===== src/rtl/spq_pkg.sv =====
// Shared types and constants of the sorted priority queue.
package spq_pkg;

    localparam int DATA_W   = 32;
    localparam int STATUS_W = 2;
    localparam int OUT_PRIO_W  = 16;
    localparam int OUT_COUNT_W = 5;

    localparam logic CMD_PUSH = 1'b0;
    localparam logic CMD_POP  = 1'b1;

    localparam logic [STATUS_W-1:0] ST_DONE    = 2'd0;
    localparam logic [STATUS_W-1:0] ST_EMPTY   = 2'd1;
    localparam logic [STATUS_W-1:0] ST_REFUSED = 2'd2;

    localparam logic [DATA_W-1:0] EMPTY_DATA = '1;

    // Operation broadcast to every cell of the chain at once.
    typedef struct packed {
        logic do_push;
        logic do_pop;
    } t_cell_ctl;

endpackage


===== src/rtl/spq_cell.sv =====
// One storage cell of the sorted chain: holds one entry and trades with its neighbors.
module spq_cell
    import spq_pkg::*;
#(
    parameter int PRIO_W = 16
) (
    input  logic                     i_clk,
    input  logic                     i_rst_n,
    input  t_cell_ctl                i_ctl,
    input  logic signed [DATA_W-1:0] i_new_data,
    input  logic [PRIO_W-1:0]        i_new_prio,
    input  logic                     i_prev_valid,
    input  logic                     i_prev_keep,
    input  logic signed [DATA_W-1:0] i_prev_data,
    input  logic [PRIO_W-1:0]        i_prev_prio,
    input  logic                     i_next_valid,
    input  logic signed [DATA_W-1:0] i_next_data,
    input  logic [PRIO_W-1:0]        i_next_prio,
    output logic                     o_valid,
    output logic                     o_keep,
    output logic signed [DATA_W-1:0] o_data,
    output logic [PRIO_W-1:0]        o_prio
);

    logic                     r_valid;
    logic signed [DATA_W-1:0] r_data;
    logic [PRIO_W-1:0]        r_prio;
    logic                     n_valid;
    logic signed [DATA_W-1:0] n_data;
    logic [PRIO_W-1:0]        n_prio;

    // An entry stays ahead of the new one when its priority is not lower.
    assign o_keep = r_valid && (r_prio >= i_new_prio);

    always_comb begin
        n_valid = r_valid;
        n_data  = r_data;
        n_prio  = r_prio;
        if (i_ctl.do_pop) begin
            n_valid = i_next_valid;
            n_data  = i_next_data;
            n_prio  = i_next_prio;
        end else if (i_ctl.do_push && !o_keep) begin
            if (i_prev_keep) begin
                n_valid = 1'b1;
                n_data  = i_new_data;
                n_prio  = i_new_prio;
            end else begin
                n_valid = i_prev_valid;
                n_data  = i_prev_data;
                n_prio  = i_prev_prio;
            end
        end
    end

    always_ff @(posedge i_clk) begin
        if (!i_rst_n) begin
            r_valid <= 1'b0;
        end else begin
            r_valid <= n_valid;
        end
        r_data <= n_data;
        r_prio <= n_prio;
    end

    assign o_valid = r_valid;
    assign o_data  = r_data;
    assign o_prio  = r_prio;

endmodule


===== src/rtl/sorted_priority_queue.sv =====
// Top level of the sorted priority queue built as a chain of storage cells.
//
// The queue holds up to CAPACITY entries, each a 32-bit data value and a
// priority, kept in a row of cells ordered with the highest priority in
// cell zero. An enqueue item is compared against every cell at once; cells
// whose priority is greater than or equal to the new one keep their entry,
// the first cell that does not keep takes the new entry, and every cell
// behind it takes its left neighbor's entry, so equal priorities leave in
// arrival order. A dequeue item makes every cell take its right neighbor's
// entry. Each item updates the cell row and produces exactly one result
// item in the cycle after it is accepted; one item per cycle is
// sustained while the result side does not stall. The input stalls only
// while a result is held and the result side stalls. An enqueue on a full
// queue is dropped with status 2, a dequeue on an empty queue returns
// status 1; both return -1 as removed data. The head fields and the count
// shown with a result describe the queue after that item. Priorities keep
// only their low PRIORITY_WIDTH bits.
module sorted_priority_queue
    import spq_pkg::*;
#(
    parameter int CAPACITY       = 16,
    parameter int PRIORITY_WIDTH = 16
) (
    input  logic                          i_clk,
    input  logic                          i_rst_n,
    input  logic                          i_in_valid,
    output logic                          o_in_stall,
    input  logic                          i_command,
    input  logic signed [DATA_W-1:0]      i_item_data,
    input  logic [OUT_PRIO_W-1:0]         i_item_priority,
    output logic                          o_out_valid,
    input  logic                          i_out_stall,
    output logic [STATUS_W-1:0]           o_status,
    output logic signed [DATA_W-1:0]      o_removed_data,
    output logic                          o_head_valid,
    output logic signed [DATA_W-1:0]      o_head_data,
    output logic [OUT_PRIO_W-1:0]         o_head_priority,
    output logic [OUT_COUNT_W-1:0]        o_entry_count
);

    localparam int CW = $clog2(CAPACITY + 1);

    logic [CAPACITY-1:0]             cell_valid;
    logic [CAPACITY-1:0]             cell_keep;
    logic signed [DATA_W-1:0]        cell_data [CAPACITY];
    logic [PRIORITY_WIDTH-1:0]       cell_prio [CAPACITY];

    logic [CW-1:0]                   r_count;
    logic [CW-1:0]                   n_count;
    logic                            r_out_valid;
    logic [STATUS_W-1:0]             r_status;
    logic signed [DATA_W-1:0]        r_removed;

    logic                            accept;
    logic                            full;
    logic                            empty;
    t_cell_ctl                       ctl;
    logic [31:0]                     prio_wide;
    logic [PRIORITY_WIDTH-1:0]       new_prio;
    logic [31:0]                     head_prio_wide;
    logic [31:0]                     count_wide;

    // The input is held back only while a result waits and cannot leave.
    assign o_in_stall = r_out_valid && i_out_stall;
    assign accept     = i_in_valid && !o_in_stall;

    assign full  = (r_count == CW'(CAPACITY));
    assign empty = (r_count == '0);

    assign ctl.do_push = accept && (i_command == CMD_PUSH) && !full;
    assign ctl.do_pop  = accept && (i_command == CMD_POP) && !empty;

    // Keep only the low PRIORITY_WIDTH bits of the incoming priority.
    assign prio_wide = 32'(i_item_priority);
    assign new_prio  = prio_wide[PRIORITY_WIDTH-1:0];

    for (genvar g = 0; g < CAPACITY; g++) begin : g_cell
        logic                     prev_valid;
        logic                     prev_keep;
        logic signed [DATA_W-1:0] prev_data;
        logic [PRIORITY_WIDTH-1:0] prev_prio;
        logic                     next_valid;
        logic signed [DATA_W-1:0] next_data;
        logic [PRIORITY_WIDTH-1:0] next_prio;

        if (g == 0) begin : g_first
            // The head cell sees a virtual neighbor that always keeps.
            assign prev_valid = 1'b1;
            assign prev_keep  = 1'b1;
            assign prev_data  = i_item_data;
            assign prev_prio  = new_prio;
        end else begin : g_mid
            assign prev_valid = cell_valid[g-1];
            assign prev_keep  = cell_keep[g-1];
            assign prev_data  = cell_data[g-1];
            assign prev_prio  = cell_prio[g-1];
        end

        if (g == CAPACITY - 1) begin : g_last
            // A dequeue empties the tail cell.
            assign next_valid = 1'b0;
            assign next_data  = cell_data[g];
            assign next_prio  = cell_prio[g];
        end else begin : g_inner
            assign next_valid = cell_valid[g+1];
            assign next_data  = cell_data[g+1];
            assign next_prio  = cell_prio[g+1];
        end

        spq_cell #(
            .PRIO_W (PRIORITY_WIDTH)
        ) u_cell (
            .i_clk        (i_clk),
            .i_rst_n      (i_rst_n),
            .i_ctl        (ctl),
            .i_new_data   (i_item_data),
            .i_new_prio   (new_prio),
            .i_prev_valid (prev_valid),
            .i_prev_keep  (prev_keep),
            .i_prev_data  (prev_data),
            .i_prev_prio  (prev_prio),
            .i_next_valid (next_valid),
            .i_next_data  (next_data),
            .i_next_prio  (next_prio),
            .o_valid      (cell_valid[g]),
            .o_keep       (cell_keep[g]),
            .o_data       (cell_data[g]),
            .o_prio       (cell_prio[g])
        );
    end

    always_comb begin
        n_count = r_count;
        if (ctl.do_push) begin
            n_count = r_count + 1'b1;
        end else if (ctl.do_pop) begin
            n_count = r_count - 1'b1;
        end
    end

    // Result register: status and removed data are captured with the item,
    // while the head and count follow the cells, which only move on accept.
    always_ff @(posedge i_clk) begin
        if (!i_rst_n) begin
            r_count     <= '0;
            r_out_valid <= 1'b0;
        end else begin
            r_count <= n_count;
            if (accept) begin
                r_out_valid <= 1'b1;
            end else if (!i_out_stall) begin
                r_out_valid <= 1'b0;
            end
        end
        if (accept) begin
            if (i_command == CMD_PUSH) begin
                r_status  <= full ? ST_REFUSED : ST_DONE;
                r_removed <= EMPTY_DATA;
            end else begin
                r_status  <= empty ? ST_EMPTY : ST_DONE;
                r_removed <= empty ? EMPTY_DATA : cell_data[0];
            end
        end
    end

    assign head_prio_wide = 32'(cell_prio[0]);
    assign count_wide     = 32'(r_count);

    assign o_out_valid     = r_out_valid;
    assign o_status        = r_status;
    assign o_removed_data  = r_removed;
    assign o_head_valid    = cell_valid[0];
    assign o_head_data     = cell_valid[0] ? cell_data[0] : EMPTY_DATA;
    assign o_head_priority = cell_valid[0] ? head_prio_wide[OUT_PRIO_W-1:0] : '0;
    assign o_entry_count   = count_wide[OUT_COUNT_W-1:0];

`ifndef NO_ASSERTIONS
    a_count_matches_cells: assert property (@(posedge i_clk) disable iff (!i_rst_n)
        r_count == CW'($countones(cell_valid)))
        else $error("entry count disagrees with occupied cells");

    a_head_ordered: assert property (@(posedge i_clk) disable iff (!i_rst_n)
        cell_valid[1] |-> (cell_valid[0] && cell_prio[0] >= cell_prio[1]))
        else $error("head cell out of priority order");

    a_refused_keeps_count: assert property (@(posedge i_clk) disable iff (!i_rst_n)
        (accept && i_command == CMD_PUSH && full) |=> (r_status == ST_REFUSED &&
            $stable(r_count)))
        else $error("refused enqueue changed the queue");

    a_empty_pop_status: assert property (@(posedge i_clk) disable iff (!i_rst_n)
        (accept && i_command == CMD_POP && empty) |=> (r_status == ST_EMPTY &&
            r_removed == EMPTY_DATA))
        else $error("dequeue on empty queue reported wrongly");
`endif

endmodule

===== config.mk =====
export PLATFORM = sky130hd
export DESIGN_NAME = sorted_priority_queue
export DESIGN_NICKNAME = d
export VERILOG_FILES = /design/src/rtl/spq_pkg.sv /design/src/rtl/spq_cell.sv /design/src/rtl/sorted_priority_queue.sv
export SDC_FILE = /design/constraint.sdc
export NUM_CORES = 2
export LEC_CHECK = 0
export BUFFER_PORTS_ARGS = -buffer_cell sky130_fd_sc_hd__buf_2
export CORE_MARGIN = 2
export CORE_UTILIZATION = 60
export DETAILED_ROUTE_END_ITERATION = 8
export GPL_TIMING_DRIVEN = 0
export PLACE_DENSITY = 0.87
export SLEW_MARGIN = 15
export SYNTH_ARGS = -nofsm -noshare
export SYNTH_HDL_FRONTEND = slang
export SYNTH_SLANG_ARGS = --single-unit

===== constraint.sdc =====
create_clock -name i_clk -period 8.6 [get_ports i_clk]
set_input_delay 1.29 -clock i_clk [delete_from_list [all_inputs] [get_ports i_clk]]
set_output_delay 1.29 -clock i_clk [all_outputs]
set_load 0.02 [all_outputs]

==> flow_metrics.tcl <==
set metrics [dict create \
    status "completed" \
    cts_tree "yes" \
    fmax_mhz 196 \
    hp-class "reg -> reg" \
    routed-via-count 35700 \
    dp_slack_ps 3090 \
    layout-drive-gt1-share_pct 12.8 \
    antenna_found_initial 10 \
    synth_cell_type_count 61 \
    overflow 0 \
    final_nets 4768 \
    numCtsBuffers 83 \
    place_congestion 0.959 \
    timing_worst_setup_path_type "in -> reg" \
    drt_iter0_markers 4917 \
    synth_top_family_by_area "multiplexers" \
    synth-edff-count 802 \
    clk_latency_ps 650 \
    start_util_pct 60.3 \
    critPathRequiredTime_ps 9130 \
    start_kind "input port" \
    grt_max_degree 39 \
    fin_skew_ps 25.3 \
    placed_area_um2 49000 \
    drt_first_pass_iters 7 \
    clk_pin_slew_ps 60 \
    min_period_ps 5090 \
    leakage_nw 22.5 \
    crit_fanout 37 \
    ys_top_cells_by_count "edfxtp_1 (802), a21oi_1 (761), nor2_1 (651)" \
    min_period_over_period_pct 59.2 \
    synthCells 4211 \
    grt_pass1_wl_mm 196 \
    ctsResizeCount 0 \
    routedWlPerCell_um 23.5 \
    ant_nets 0 \
    finalPower_mw 16.8 \
    dieHeight_um 283 \
    areaGrowthSynthToFinish_pct 11.0 \
    die_area_um2 79900 \
    powerDensity_nw_per_um2 325 \
    htreeDepth 3 \
    yosys.area_share.adder_pct 7.00 \
    rsz0062_at_grt "no" \
    layout_setup_ws_ps 3510 \
    via_per_inst 6.41 \
    synthesis.nets 4524 \
    finalHoldViolations 0 \
    synth_seq_area_share_pct 52.6 \
    clkSinkCount 824 \
    synth_most_common_cell "edfxtp_1" \
    arrival_ps 5630 \
    synth.avg_cell_area_um2 11.1 \
    synth_compound_area_share_pct 12.5 \
    synthMuxAreaShare_pct 13.6 \
    io_pins 143 \
    yosysWarnings 0 \
    postCtsSetupBuffers 0 \
    peakVddDrop_uv 162 \
    design_area_um2 51700 \
    crit_path_end_kind "register" \
    ctsHoldBuffers 0 \
    setup-violations-final 0 \
    synth_top_area_share_pct 51.7 \
    cts_buffer_depth 3 \
    slew_headroom_pct 22.4 \
    yosys-top-cells-area "edfxtp_1 (52%), mux2i_1 (12%), a21oi_1 (8.2%), ha_1 (7.0%), nor2_1 (5.2%)" \
    wirelength_mm 131 \
    synth_top_area_cell "edfxtp_1" \
    drc 0 \
    maxCapViolCount 0 \
    synthXorXnorAreaFrac_pct 0.0940 \
    std_cell_rows 102 \
    synth-seq-cells 824 \
    synth-main-ff-cell "edfxtp_1" \
    io_buffer_count 142 \
    slew_violations 0 \
    max_slew.worst_pin.slew_ps 1140 \
    hpwl_mm 99.2 \
    netlist_area_um2 46600 \
    core_um2 77200 \
    final_util_pct 67.0 \
    grt_usage_pct 32.0 \
    ys_async_sr_fraction_pct 0 \
    die_w_um 283 \
    first_global_vias 34400 \
    cts-root-buf "clkbuf_16" \
    synthSimpleGateAreaFrac_pct 10.5 \
]
worst max-delay path, cell delays in order:
cell and delay [ps]:
buf_2 90, and2_1 160, nand2b_1 200, inv_2 560
nand3b_1 610, clkbuf_1 480, inv_1 360, clkbuf_1 650
fa_1 360, inv_1 50, a21o_1 150, a21oi_1 170
mux2i_1 230, xor2_1 80, and2_1 150
area by class of cell:
cell class              count  area (µm²)
diodes                      7        17.5
clock inverters            42         397
clock buffers             109        2260
repair buffers            159        1070
inverters                  50         188
fillers                  5362       25500
plain buffers             306        1510
multi-input cells        3031       20400
well taps                1040        1300
flip-flops and latches    824       24500
cells by family (layout without fill, tap and decap cells):
family	Yosys count	count (layout)
flops	824	824
simple gates	1143	1143
compound gates	997	997
xor+xnor	5	5
fa+ha+maj	260	260
other cells	0	7
buf+inv	356	666
mux	626	626
registers in the layout, indices dropped and copies added, names as in the netlist:
register	count
o_entry_count	5
g_cell.u_cell.o_prio	256
g_cell.u_cell.o_valid	16
g_cell.u_cell.o_data	512
o_removed_data	32
o_status	2
o_out_valid	1
worst paths after layout:
path | from | end | slack (ps) | cells after the start
worst max-delay path | i_out_stall | o_entry_count[4]$_SDFFE_PN0P_ | 3510 | 15
worst min-delay path | o_entry_count[3]$_SDFFE_PN0P_ | o_entry_count[3]$_SDFFE_PN0P_ | 530 | 2
worst max register to register | o_out_valid$_SDFFE_PN0P_ | o_entry_count[4]$_SDFFE_PN0P_ | 3960 | 14
worst min register to register | o_entry_count[3]$_SDFFE_PN0P_ | o_entry_count[3]$_SDFFE_PN0P_ | 530 | 2
through the flow:
| stage | TNS [ps] | hold slack [ps] | instances |
|---|---|---|---|
| after CTS | 0 | 522 | 5561 |
| after detailed placement | 0 | 509 | 5410 |
| final | 0 | 526 | 5568 |
| after global routing | 0 | 557 | 5566 |
| after global placement | -6120 | 501 | 5393 |
| after floorplan | 0 | 479 | 4211 |
layer usage:
layer / part of all wire, % / track usage [%]
met1: 37 / 40.6
met5: 0.0084 / 0
met4: 6.1 / 19.2
met2: 46 / 51.9
met3: 11 / 4.97
report_power, final:
part	internal [mW]	switching, mW	total, mW
sequential	6.46	0.884	7.34
clock	2.04	1.59	3.62
combinational	2.24	3.61	5.85
total	10.7	6.08	16.8
layout by cell type (no fill, tap or decap), types with 19 or more instances in the layout:
master	n
edfxtp_1	802
a21oi_1	760
nor2_1	651
mux2i_1	578
ha_1	259
buf_2	257
nand2_1	229
clkbuf_1	175
clkbuf_16	86
or2_2	83
o21ai_0	55
nand2b_1	49
inv_1	49
o221a_1	48
nand4_1	33
mux2_2	28
o21a_1	28
buf_6	23
dfxtp_1	22
nor3_1	21
a21o_1	20
mux2_1	20
and2_1	19
Power figures use the tool's default switching activity.
